==> config.mk <==
export PLATFORM = sky130hd
export DESIGN_NAME = ltrs_cfg
export DESIGN_NICKNAME = d
export VERILOG_FILES = /design/src/levenshtein_trie_row_step_top_assert.svh /design/src/ltrs_pkg.sv /design/src/ltrs_cfg.sv
export SDC_FILE = /design/constraint.sdc
export NUM_CORES = 1
export LEC_CHECK = 0
export ABC_AREA = 1
export BUFFER_PORTS_ARGS = -buffer_cell sky130_fd_sc_hd__buf_2
export CORE_MARGIN = 3
export CORE_UTILIZATION = 37
export DETAILED_ROUTE_END_ITERATION = 10
export PLACE_DENSITY = 0.64
export SLEW_MARGIN = 20
export SYNTH_ARGS = -nofsm -noshare
export SYNTH_HDL_FRONTEND = slang
export SYNTH_SLANG_ARGS = --single-unit
==> constraint.sdc <==
create_clock -name clk -period 1.3 [get_ports clk]
set_input_delay 0.065 -clock clk [delete_from_list [all_inputs] [get_ports clk]]
set_output_delay 0.065 -clock clk [all_outputs]
set_load 0.01 [all_outputs]
==> src/levenshtein_trie_row_step_top_assert.svh <==
// ----------------------------------------------------------------------------
// levenshtein trie row step: assertion macros
// shared concurrent assertion forms, clocked and held off during reset
// ----------------------------------------------------------------------------
`ifndef LEVENSHTEIN_TRIE_ROW_STEP_TOP_ASSERT_SVH
`define LEVENSHTEIN_TRIE_ROW_STEP_TOP_ASSERT_SVH

// consequent must hold in the same cycle as the antecedent
`define LTRS_ASSERT_HOLDS(label, clk, rst, ante, cons, msg) \
  label: assert property (@(posedge clk) disable iff (rst) (ante) |-> (cons)) \
    else $error(msg);

// consequent must hold in the cycle after the antecedent
`define LTRS_ASSERT_NEXT(label, clk, rst, ante, cons, msg) \
  label: assert property (@(posedge clk) disable iff (rst) (ante) |=> (cons)) \
    else $error(msg);

`endif

==> src/ltrs_pkg.sv <==
// ----------------------------------------------------------------------------
// ltrs_pkg
// types, constants and helpers shared by the trie row step block
// ----------------------------------------------------------------------------
package ltrs_pkg;

  localparam int WORD_MAX_DEF  = 32;
  localparam int DEPTH_MAX_DEF = 32;

  localparam int ENTRY_W      = 6;
  localparam logic [ENTRY_W-1:0] ENTRY_SAT = 6'd63;
  localparam int CHAR_W       = 8;
  localparam int DEPTH_IN_W   = 6;
  localparam int DEPTH_CMP_W  = 9;
  localparam int QUERY_REGS   = 4;
  localparam int QUERY_REG_W  = 64;
  localparam int QBYTE_W      = 5;
  localparam int CFG_ADDR_W   = 6;
  localparam int CFG_DATA_W   = 64;

  typedef enum logic [2:0] {
    REG_QUERY_LOW,
    REG_QUERY_SECOND,
    REG_QUERY_THIRD,
    REG_QUERY_HIGH,
    REG_QUERY_LENGTH,
    REG_DISTANCE_LIMIT
  } cfg_reg_t;

  typedef struct packed {
    logic [QUERY_REGS-1:0][QUERY_REG_W-1:0] query;
    logic [ENTRY_W-1:0]                     query_length;
    logic [ENTRY_W-1:0]                     distance_limit;
  } cfg_t;

  typedef enum logic [1:0] {
    ENG_IDLE,
    ENG_RUN,
    ENG_DRAIN,
    ENG_DONE
  } eng_state_t;

  function automatic logic [ENTRY_W-1:0] sat_inc(input logic [ENTRY_W-1:0] v);
    return (v == ENTRY_SAT) ? ENTRY_SAT : v + 1'b1;
  endfunction

  function automatic logic [ENTRY_W-1:0] min_entry(input logic [ENTRY_W-1:0] a,
                                                   input logic [ENTRY_W-1:0] b);
    return (b < a) ? b : a;
  endfunction

endpackage

==> src/ltrs_cfg.sv <==
// ----------------------------------------------------------------------------
// ltrs_cfg
// apb register file: query bytes, query length and distance limit
// ----------------------------------------------------------------------------
module ltrs_cfg
  import ltrs_pkg::*;
(
  input  logic                  clk,
  input  logic                  rst,
  input  logic                  psel,
  input  logic                  penable,
  input  logic                  pwrite,
  input  logic [CFG_ADDR_W-1:0] paddr,
  input  logic [CFG_DATA_W-1:0] pwdata,
  output logic [CFG_DATA_W-1:0] prdata,
  output logic                  pready,
  output cfg_t                  cfg
);

  cfg_reg_t reg_sel;
  logic     wr_strobe;

  assign reg_sel   = cfg_reg_t'(paddr[CFG_ADDR_W-1:3]);
  assign pready    = 1'b1;
  assign wr_strobe = psel && penable && pwrite;

  always_ff @(posedge clk) begin
    if (rst) begin
      cfg <= '0;
    end else if (wr_strobe) begin
      case (reg_sel)
        REG_QUERY_LOW:      cfg.query[0] <= pwdata;
        REG_QUERY_SECOND:   cfg.query[1] <= pwdata;
        REG_QUERY_THIRD:    cfg.query[2] <= pwdata;
        REG_QUERY_HIGH:     cfg.query[3] <= pwdata;
        REG_QUERY_LENGTH:   cfg.query_length <= pwdata[ENTRY_W-1:0];
        REG_DISTANCE_LIMIT: cfg.distance_limit <= pwdata[ENTRY_W-1:0];
        default: ;
      endcase
    end
  end

  always_comb begin
    case (reg_sel)
      REG_QUERY_LOW:      prdata = cfg.query[0];
      REG_QUERY_SECOND:   prdata = cfg.query[1];
      REG_QUERY_THIRD:    prdata = cfg.query[2];
      REG_QUERY_HIGH:     prdata = cfg.query[3];
      REG_QUERY_LENGTH:   prdata = CFG_DATA_W'(cfg.query_length);
      REG_DISTANCE_LIMIT: prdata = CFG_DATA_W'(cfg.distance_limit);
      default:            prdata = '0;
    endcase
  end

endmodule

==> run summary, run 1 <==
The setup path with the least slack is of type flop to output pin. The via total after detailed routing came out at 14900. The count of buffers inserted at the top-level ports came out at 403. The largest voltage drop on the vdd net is 995 uV.

In the final layout, the registers with the most flip-flops are cfg x268. The pin count of the biggest net entering global routing came out at 58. STA classifies the critical path startpoint as a flop. The post-synth net total is 2178.

The final instance count without filler cells is 3122. The static leakage came out at 0.00965 uW. The arrival time reported for the critical path endpoint is 1.37 ns. The number of global-route vias before repair came out at between 10000 and 15000.

The number of clock sinks came out at approximately 270. Summing every instance area after synthesis gives 12900 sq um. Dividing the detail-routed wire length by the instance count gives 15.2 um. The critical path goes through nand4_1 -> nand2_1 -> nor2_2 -> nand2_2 -> buf_6. STA classifies the critical path endpoint as an output pin. The first detailed-routing pass took 6 iterations. The final estimated routing congestion in global placement came out at 0.884. The largest clock skew in the final design came out at 0 ns. The type of the worst min-delay path is input pin to flop. The number of antenna violations at the first check in global routing came out at 0.

The number of antenna diodes in the final layout is 0. TritonCTS built the clock tree. The layout overhead on the synthesized area came out at 45.8%. The number of levels the H-tree was split into is 1. The global-route met2 utilization is 41.1%. The vertical die dimension came out at 193 um. The met1 demand-to-capacity share in global routing came out at approximately 30%. The routing usage on met3 is ~3.8%. The required time of the worst setup path came out at roughly 1.2 ns. Synthesis instantiated 17 different standard cells from the library. Setup repair after global routing could not meet its margin everywhere. The clock input transition at the sequential cells of the worst setup and hold paths came out at 0.06 ns.

The count of yosys warnings during synthesis came out at 0. The initial core utilization came out at 38.1%. In this run the most used layer during global routing was met2.

The run finished, with violations left. The synthesized area divided by synthesized cell count is 6.14 sq um. The root buffer cell is sky130_fd_sc_hd__clkbuf_16. The slowest stage of the critical path is the sky130_fd_sc_hd__dfxtp_2 cell.

The number of clock buffers inserted by TritonCTS is 29. The worst-case setup margin in the final layout is -0.131 ns. The gate count after technology mapping is approximately 2100. For this run, the slowest stage of the critical path takes 0.33 ns. The final worst-path cycle share came out at 110%. Grouping stages by cell kind, the critical path spends the most delay in simple AND/OR/NAND/NOR gates.

The final net count came out at 2727. The overall global routing resource usage is 23.6%. The longest clock path from root to sink contains 3 buffers.

Row generation in the floorplan step produced 67 rows. The area of the core region is 34000 sq um. The tool flagged a number of max-cap violations equal to 0. The worst slack at placement came out at -0.0442 ns.

The worst hold-check slack is 0.154 ns. The largest driver fanout on the critical path came out at 2. The via density per instance is 4.79. The detailed router's first-iteration violation count came out at 1041.

The horizontal die dimension is approximately 190 um. Static timing analysis puts the maximum clock frequency at 699 MHz. The number of failing hold endpoints at the final stage is 0. Setup violations remaining at the end of the flow were counted as 54. The final reports fail on negative setup slack. The I/O pin count came out at around 400. The final max-slew violation count came out at 0. The post-synthesis sequential element count is around 270.

The remaining antenna violation count came out at 0. After detailed routing, the number of remaining DRC violations is 0. After global routing the overflow that remains totals 0. The instance count after placement with tap cells included is 2908.

Subtracting the final worst setup slack from the clock period gives 1.43 ns. The die covers 37200 sq um. The post-DP HPWL is 31100 um. Clock latency on the worst-skew pair, taken at its later pin, is approximately 0.55 ns.

The register with the most flip-flops in the layout has 268 of them. The total power divided by cell area came out at 989 nW/um^2. The share of final-layout standard cells stronger than drive strength 1 is 35.6%. The wire length of the first global-routing pass is between 70000 and 80000 um. The number of buffers and inverters on the critical path is 1. The sequential-to-total area share from yosys stat came out at ~42%. The register with the most flip-flops is cfg. The sum of routed wire length over all layers is 47500 um.
-- kinds of logic (layout without fill, tap and decap cells) --
kind of cell,after synthesis,in the layout,synth area share (%)
AND/OR/NAND/NOR,1447,1447,44.8
buffers and inverters,328,899,11.4
flip-flops,268,268,41.5
AO/OA/AOI/OAI,59,59,2.29
other,1,1,0.0290
-- metal layers --
metal | up-vias | routed length, um
li1 | 7441 | -
met1 | 6803 | 19600
met2 | 591 | 22700
met3 | 104 | 3590
met4 | 0 | 1560
met5 | - | 0
-- timing repair --
item | CTS | global route
endpoints found under the setup margin | 64 | 64
pin swaps | 91 | 84
resized for setup | 175 | 152
buffers inserted | 73 | 18
cloned | 0 | 5
endpoints found under the hold margin | 268 | 0
hold buffers | 65 | 0
-- Yosys cell counts (all sizes together) --
| library cell | n | share of area (%) |
|---|---|---|
| clkbuf | 17 | 0.49 |
| nand3 | 210 | 8.2 |
| nand2 | 608 | 18 |
| dfxtp | 268 | 42 |
| nor2 | 612 | 18 |
| conb | 1 | 0.029 |
| a21oi | 59 | 2.3 |
| buf | 120 | 5.3 |
| nand4 | 17 | 0.82 |
| inv | 191 | 5.5 |
-- area by class of cell --
class	instances	area [sq um]
repair buffers	655	4710
multi-input cells	1507	6280
inverters	191	732
clock inverters	11	87.6
well taps	448	561
fillers	3270	15100
flip-flops and latches	268	5600
clock buffers	42	865
-- path summary, 6_finish.rpt --
| check | start | to | slack (ns) | cells after the start |
|---|---|---|---|---|
| worst max-delay path | cfg[207] | prdata[3] | -0.13 | 5 |
| worst min-delay path | paddr[4] | cfg[207] | 0.15 | 6 |
| worst max register to register | cfg[210] | cfg[210] | 0.51 | 4 |
| worst min register to register | cfg[18] | cfg[18] | 0.49 | 2 |
-- report_power, final --
| part | switching [uW] | total, uW | internal, uW | leakage, uW |
|---|---|---|---|---|
| sequential | 92.4 | 8420 | 8330 | 0.00226 |
| combinational | 1140 | 1960 | 825 | 0.00691 |
| clock | 3450 | 8250 | 4790 | 0.000481 |
-- placed cells by master (no fill, tap or decap), types with 2 or more instances in the layout --
master                          synthesis  routed
sky130_fd_sc_hd__buf_12                 0      36
sky130_fd_sc_hd__inv_2                  5      58
sky130_fd_sc_hd__nand2_2                0       3
sky130_fd_sc_hd__nand2_1              608     605
sky130_fd_sc_hd__buf_4                 26     140
sky130_fd_sc_hd__dfxtp_1              268      83
sky130_fd_sc_hd__clkbuf_16              0      33
sky130_fd_sc_hd__buf_2                 58     387
sky130_fd_sc_hd__a21oi_1               59      38
sky130_fd_sc_hd__nand4_1               17      17
sky130_fd_sc_hd__clkbuf_1              17       4
sky130_fd_sc_hd__nand3_2                2       3
sky130_fd_sc_hd__dfxtp_2                0     185
sky130_fd_sc_hd__clkbuf_8               0       9
sky130_fd_sc_hd__clkinv_2               0       8
sky130_fd_sc_hd__nor2_2                 1      31
sky130_fd_sc_hd__inv_6                  0       2
sky130_fd_sc_hd__a21oi_2                0      21
sky130_fd_sc_hd__buf_6                  9      22
sky130_fd_sc_hd__dlygate4sd3_1          0      65
sky130_fd_sc_hd__inv_1                186     130
sky130_fd_sc_hd__nor2_1               606     572
sky130_fd_sc_hd__nand3_1              208     207
sky130_fd_sc_hd__nor2_4                 5       9
-- per-stage QoR --
step           total power, uW  utilization [%]  TNS [ns]  area [sq um]
2_1_floorplan             9520                -         0         12900
3_3_place_gp             10200             46.9    -0.795         15900
3_5_place_dp             10200             46.9    -0.548         15900
4_1_cts                  18600             53.9     -3.43         18300
5_1_grt                  19300             55.5     -6.11         18800
6_report                 18600             55.5     -1.79         18800
-- tightest hold or removal path, stage by stage --
cell	delay, ns
sky130_fd_sc_hd__buf_6	0.11
sky130_fd_sc_hd__nand3_2	0.12
sky130_fd_sc_hd__nor2_4	0.07
sky130_fd_sc_hd__buf_12	0.16
sky130_fd_sc_hd__nor2_1	0.09
sky130_fd_sc_hd__nor2_1	0.05
(Power assumes the default switching activity.)
==> run 2: changes to the inputs <==
- CTS_BUF_LIST: unset -> sky130_fd_sc_hd__clkbuf_16
==> run summary, run 2 (synthesized netlist as in run 1, its figures left out) <==
The worst slack at placement came out at -0.0442 ns (unchanged). The number of clock buffers inserted by TritonCTS is 29 (unchanged). The final-report setup violation count came out at 50 (-7.4%). The number of antenna violations at the first check in global routing came to 0 (unchanged).

In the layout the commonest cells are sky130_fd_sc_hd__nand2_1 (602), sky130_fd_sc_hd__nor2_1 (571), sky130_fd_sc_hd__buf_2 (387), sky130_fd_sc_hd__nand3_1 (206), sky130_fd_sc_hd__dfxtp_2 (178). The residual DRC count came out at 0 (unchanged). The delay contributed by the slowest stage of the critical path came out at 0.42 ns (+0.09 ns).

The worst hold-check slack is 0.154 ns (+0.0000260 ns). The clock latency on the worst-skew pair was 0.54 ns (about the same). The overall global routing resource usage is 23.6% (about the same). In this run the worst setup path begins at cfg[53].

The remaining antenna violation count came out at 0 (unchanged). The total buffers and inverters traversed by the critical path came to 2 (+1). The clock input transition at the sequential cells of the worst setup and hold paths came to 0.06 ns (about the same). The number of buffers on the longest clock path came out at 3 (unchanged). The final worst-path cycle share is 110% (+0.38 points). The worst-case setup margin in the final layout came to -0.136 ns (-0.00499 ns). The antenna diode count came out at 0 (unchanged). The critical path is of the flop to output pin type.

The post-DP HPWL came out at 31100 um (unchanged). The via total after detailed routing is 15000 (+0.46%). The detailed router's first-iteration violation count came out at 967 (-7.1%). The final net count came out at 2731 (+0.15%). On the critical path, the stage with the largest delay is an instance of sky130_fd_sc_hd__dfxtp_1. STA classifies the critical path startpoint as a flop.

In this run the critical register-to-register path is launched from cfg[210]. The critical path goes through nand2_1 -> nand2_1 -> inv_1 -> nand2_1 -> buf_2. Setup repair after global routing could not meet its margin everywhere.

The mean routed wirelength per cell is 15.3 um (+0.53%). The total power divided by cell area is 960 nW/um^2 (-2.9%). The min-delay analysis places its worst path in the category input pin to flop.

The fmax is 697 MHz (-0.35%). The aggregate global routing overflow was 0 (unchanged). The final instance count without filler cells is 3126 (+0.13%). The share of the core filled with cells in the final layout is 55.4% (about the same). The initial core utilization came out at 38.1% (unchanged). The area of the core region is 34000 sq um (unchanged). The sum of routed wire length over all layers is 47800 um (+0.66%). The required time of the worst setup path came out at 1.24 ns (about the same).

The most prevalent standard cell on the critical path is sky130_fd_sc_hd__nand2_1. The count of buffers inserted at the top-level ports was 403 (unchanged). The worst setup path is captured at an output pin. The final max-slew violation count is 0 (unchanged). The instance count after placement with tap cells included is 2908 (unchanged). In the final layout, the registers with the most flip-flops are cfg x268. The vertical die dimension was 193 um (unchanged). The wire length of the first global-routing pass is 71500 um (about the same). The row count is 67 (unchanged). The final critical-path required period is 1.44 ns (+0.00499 ns). The clock tree from TritonCTS is built. The pin count of the biggest net entering global routing is 58 (unchanged). The number of flip-flops under the largest register name came to 268 (unchanged). The largest driver fanout on the critical path came out at 3 (+1). The register with the most flip-flops is cfg.

The library cell used most frequently in the layout, excluding fill and tap cells, is sky130_fd_sc_hd__nand2_1. The I/O pin count came to 408 (unchanged). The layout overhead on the synthesized area came out at 45.7% (about the same).

The horizontal die dimension came to 193 um (unchanged). The share of final-layout standard cells stronger than drive strength 1 came out at 35.4% (-0.20 points). The number of detailed-routing iterations run before antenna repair is 5 (-1).

Broken down by cell family, the worst path's largest delay share belongs to flip-flops. The count of max-cap constraint violations was 0 (unchanged). The number of global-route vias before repair came out at 13900 (-0.14%). The number of failing hold endpoints at the final stage is 0 (unchanged). The final reports fail on negative setup slack. The number of clock sinks came out at 268 (unchanged). The largest clock skew in the final design came out at 0 ns (unchanged). The source of the worst hold timing path is paddr[4]. The static leakage is 0.00964 uW (about the same).

The root buffer cell chosen for the clock tree is sky130_fd_sc_hd__clkbuf_16. The flow ran to the end, but the final reports show violations. The number of levels the H-tree was split into is 1 (unchanged). The final estimated routing congestion in global placement is 0.884 (unchanged). The arrival time reported for the critical path endpoint was 1.37 ns (about the same). The area enclosed by the die boundary is 37200 sq um (unchanged). The count of filler cells inserted in the layout is 3265 (-0.15%). The via density per instance is 4.80 (+0.33%). The largest voltage drop on the vdd net is 982 uV (-1.3%).
==> run 2: report_power, final <==
part           leakage [uW]  switching, uW  internal (uW)
combinational       0.00694           1150            838
clock              0.000447           3440           4230
sequential          0.00225           92.5           8330
total               0.00964           4680          13400
==> run 2: final timing paths <==
path | end | slack [ns] | depth (start not counted)
hold reg to reg | cfg[108] | 0.49 | 2
hold / removal | cfg[141] | 0.15 | 7
setup / recovery | prdata[41] | -0.14 | 5
setup reg to reg | cfg[210] | 0.51 | 4
==> run 2: worst register-to-register path, stage by stage (launching register included) <==
cell                      delay (ns)
sky130_fd_sc_hd__dfxtp_2        0.33
sky130_fd_sc_hd__buf_6          0.11
sky130_fd_sc_hd__buf_6          0.11
sky130_fd_sc_hd__nor2_1         0.09
sky130_fd_sc_hd__nor2_1         0.05
==> run 2: through the flow <==
stage          TNS (ns)  cell area (sq um)  total power (uW)
2_1_floorplan         0              12900              9520
6_report          -1.62              18800             18100
4_1_cts           -3.38              18200             18000
3_5_place_dp     -0.548              15900             10200
3_3_place_gp     -0.795              15900             10200
5_1_grt           -5.90              18800             18700
==> run 2: final cells by class <==
class,count,area (sq um),area share (%)
Clock inverter,24,136,0.725
Timing Repair Buffer,659,4780,25.4
Clock buffer,29,726,3.86
Tap cell,448,561,2.98
Multi-Input combinational cell,1507,6300,33.5
Inverter,191,732,3.89
Sequential cell,268,5590,29.7
==> run 2: layer usage <==
metal	global-route usage (%)	up-vias	part of all wire [%]
li1	-	7454	-
met1	29.3	6842	41
met2	41.1	606	48
met3	3.83	106	8.1
met4	8.80	0	3.5
met5	0	-	0
==> run 2: what timing repair did <==
| item | in CTS | in global routing |
|---|---|---|
| endpoints found under the setup margin | 64 | 64 |
| hold buffers | 65 | 0 |
| resized for setup | 174 | 158 |
| gates cloned | 0 | 6 |
| hold endpoints to repair | 268 | 0 |
| pin swaps | 93 | 91 |
| buffers inserted | 74 | 20 |
==> run 3: changes to the inputs <==
- CAP_MARGIN: unset -> 5
- TNS_END_PERCENT: unset -> 20
==> run summary, run 3 (synthesized netlist as in run 1, its figures left out) <==
The number of flip-flops under the largest register name is 268 (unchanged). In the layout the commonest cells are sky130_fd_sc_hd__nand2_1 (604), sky130_fd_sc_hd__nor2_1 (590), sky130_fd_sc_hd__buf_2 (395), sky130_fd_sc_hd__nand3_1 (207), sky130_fd_sc_hd__inv_1 (160). The root buffer cell is sky130_fd_sc_hd__clkbuf_16. The post-DP HPWL is 31100 um (unchanged).

The arrival time reported for the critical path endpoint came out at 1.39 ns (+0.02 ns). The count of max-cap constraint violations is 0 (unchanged). The switching share of power came to 25.7% (-0.22 points). The clock latency on the worst-skew pair came to 0.55 ns (about the same). The endpoint kind of the worst setup timing path is an output pin. The worst-case setup margin in the final layout is -0.150 ns (-0.0148 ns).

The initial core utilization is 38.1% (unchanged). The layout overhead on the synthesized area is 38.9%. The required time of the worst setup path came out at 1.24 ns (about the same). The number of levels the H-tree was split into was 1 (unchanged). The worst hold-check slack came to 0.181 ns (+0.0275 ns). The portion of total power attributed to the clock network is 42.7% (+0.3 points). The largest registers in the layout are cfg x268.

The static leakage is 0.00917 uW (-5.0%). The final max-slew violation count came out at 0 (unchanged). The number of global-route vias before repair is 13500 (-2.6%). The largest voltage drop on the vdd net came to 975 uV (-0.70%). Traced cell by cell, the critical path runs through nand4_1 -> nand2_1 -> nor2_2 -> nand2_1 -> buf_2. The antenna diode count was 0 (unchanged). The area enclosed by the die boundary came out at 37200 sq um (unchanged). The via density per instance is 4.76 (-0.95%). The horizontal die dimension is 193 um (unchanged).

The number of failing hold endpoints at the final stage is 0 (unchanged). The number of clock sinks is 268 (unchanged). The pin count of the biggest net entering global routing is 58 (unchanged). The flow ran to the end, but the final reports show violations. The count of buffers inserted at the top-level ports came out at 403 (unchanged). The register share of total power came to 47.0% (+0.4 points).

The row count was 67 (unchanged). The number of antenna violations at the first check in global routing came out at 0 (unchanged). The count of filler cells inserted in the layout came out at 3384 (+3.6%). The total power divided by cell area came out at 997 nW/um^2 (+3.9%). The total buffers and inverters traversed by the critical path is 1 (-1). TritonCTS built the clock tree. The remaining antenna violation count is 0 (unchanged).

The residual DRC count came out at 0 (unchanged). The number of clock buffers inserted by TritonCTS came out at 29 (unchanged). The final estimated routing congestion in global placement was 0.884 (unchanged). The part of the power in combinational logic was 10.3% (-0.7 points). The slowest stage of the critical path is the sky130_fd_sc_hd__dfxtp_2 cell. The share of final-layout standard cells stronger than drive strength 1 is 30.0% (-5.4 points). The final reports fail on negative setup slack. The final worst-path cycle share came to 112% (+1.1 points). The library cell used most frequently in the layout, excluding fill and tap cells, is sky130_fd_sc_hd__nand2_1. The total net switching power was 4590 uW (-1.8%).

The I/O pin count came out at 408 (unchanged). The final critical-path required period came out at 1.45 ns (+0.0148 ns). The sum of routed wire length over all layers is 45000 um (-5.9%). The wire length of the first global-routing pass was 70000 um (-2.1%). The cell-internal power is 13300 uW (-0.65%). The final net count was 2656 (-2.7%).

The vertical die dimension came out at 193 um (unchanged). The number of detailed-routing iterations run before antenna repair was 5 (unchanged). The min-delay analysis places its worst path in the category input pin to flop.

Setup repair after global routing could not meet its margin everywhere. The largest driver fanout on the critical path is 2 (-1). The area of the core region is 34000 sq um (unchanged). The largest clock skew in the final design is 0 ns (unchanged). The detailed router's first-iteration violation count came out at 858 (-11%). The delay contributed by the slowest stage of the critical path is 0.32 ns (-0.10 ns). The clock input transition at the sequential cells of the worst setup and hold paths came out at 0.06 ns (about the same). By instance count, the cell type seen most on the critical path is sky130_fd_sc_hd__nand2_1. On the critical path the largest part of the delay comes from simple AND/OR/NAND/NOR gates.

The category of the most critical setup path is flop to output pin. The final-report setup violation count came out at 64 (+28%). The fmax came out at 689 MHz (-1.0%). The mean routed wirelength per cell is 14.8 um (-3.6%). The worst setup path is launched from a flop.

The via total after detailed routing came out at 14500 (-3.3%). The share of the core filled with cells in the final layout came out at 52.9% (-2.6 points). The aggregate global routing overflow came to 0 (unchanged). The overall global routing resource usage is 23.1% (-0.51 points).

Counting flops per register, the top entry is cfg. The number of buffers on the longest clock path was 3 (unchanged).
## run 3: cell count changes in the layout (fill, tap and decap cells not counted), sizes merged
cell    delta
buf       -69
clkbuf     -6
## run 3: path summary, 6_finish.rpt
kind / start / to / slack, ns / cells after the start
hold / removal: paddr[3] / cfg[207] / 0.18 / 6
setup / recovery: cfg[207] / prdata[3] / -0.15 / 5
hold reg to reg: cfg[254] / cfg[254] / 0.48 / 2
setup reg to reg: cfg[142] / cfg[142] / 0.58 / 3
## run 3: metrics by stage
step | worst slack [ns] | power [uW] | cell area (sq um) | TNS, ns | std cells
after global routing | -0.215 | 18600 | 18000 | -7.05 | 3051
after floorplan | 0.159 | 9520 | 12900 | 0 | 2103
after CTS | -0.173 | 18000 | 17800 | -4.12 | 3049
final | -0.150 | 17900 | 18000 | -2.24 | 3051
after global placement | -0.0322 | 10200 | 15900 | -0.795 | 2908
after detailed placement | -0.0442 | 10200 | 15900 | -0.548 | 2908
## run 3: cell type report
cell class | count | area, sq um | share of cell area (%)
multi-input combinational | 1507 | 6210 | 34.6
tap | 448 | 561 | 3.12
sequential | 268 | 5550 | 30.9
clock buffer | 29 | 726 | 4.04
timing repair buffer | 584 | 4050 | 22.5
inverter | 191 | 729 | 4.06
clock inverter | 24 | 136 | 0.760
## run 3: worst min-delay path, stage by stage
cell,delay [ns]
sky130_fd_sc_hd__buf_2,0.14
sky130_fd_sc_hd__nand3_2,0.12
sky130_fd_sc_hd__nor2_4,0.07
sky130_fd_sc_hd__buf_12,0.16
sky130_fd_sc_hd__nor2_1,0.09
sky130_fd_sc_hd__nor2_1,0.05
## run 3: routing by layer
layer,part of all wire (%),vias to the layer above,global-route usage [%]
li1,-,7301,-
met1,42,6606,29.0
met2,48,512,40.3
met3,7.5,90,3.51
met4,3.2,0,7.71
met5,0,-,0
## run 3: power groups by stage
stage | Sequential, uW | Clock (uW) | Combinational (uW)
3_3_place_gp | 8590 | 0 | 1620
2_1_floorplan | 8620 | 0 | 897
3_5_place_dp | 8600 | 0 | 1640
4_1_cts | 8420 | 7780 | 1820
5_1_grt | 8430 | 8130 | 2030
6_report | 8420 | 7640 | 1840
## run 3: timing repair
| item | 4_1_cts | 5_1_grt |
|---|---|---|
| gates cloned | 0 | 0 |
| endpoints found under the hold margin | 268 | 0 |
| hold buffers | 65 | 0 |
| setup buffers | 23 | 2 |
| setup endpoints to repair | 64 | 64 |
| resized for setup | 126 | 93 |
| pin swaps | 52 | 46 |
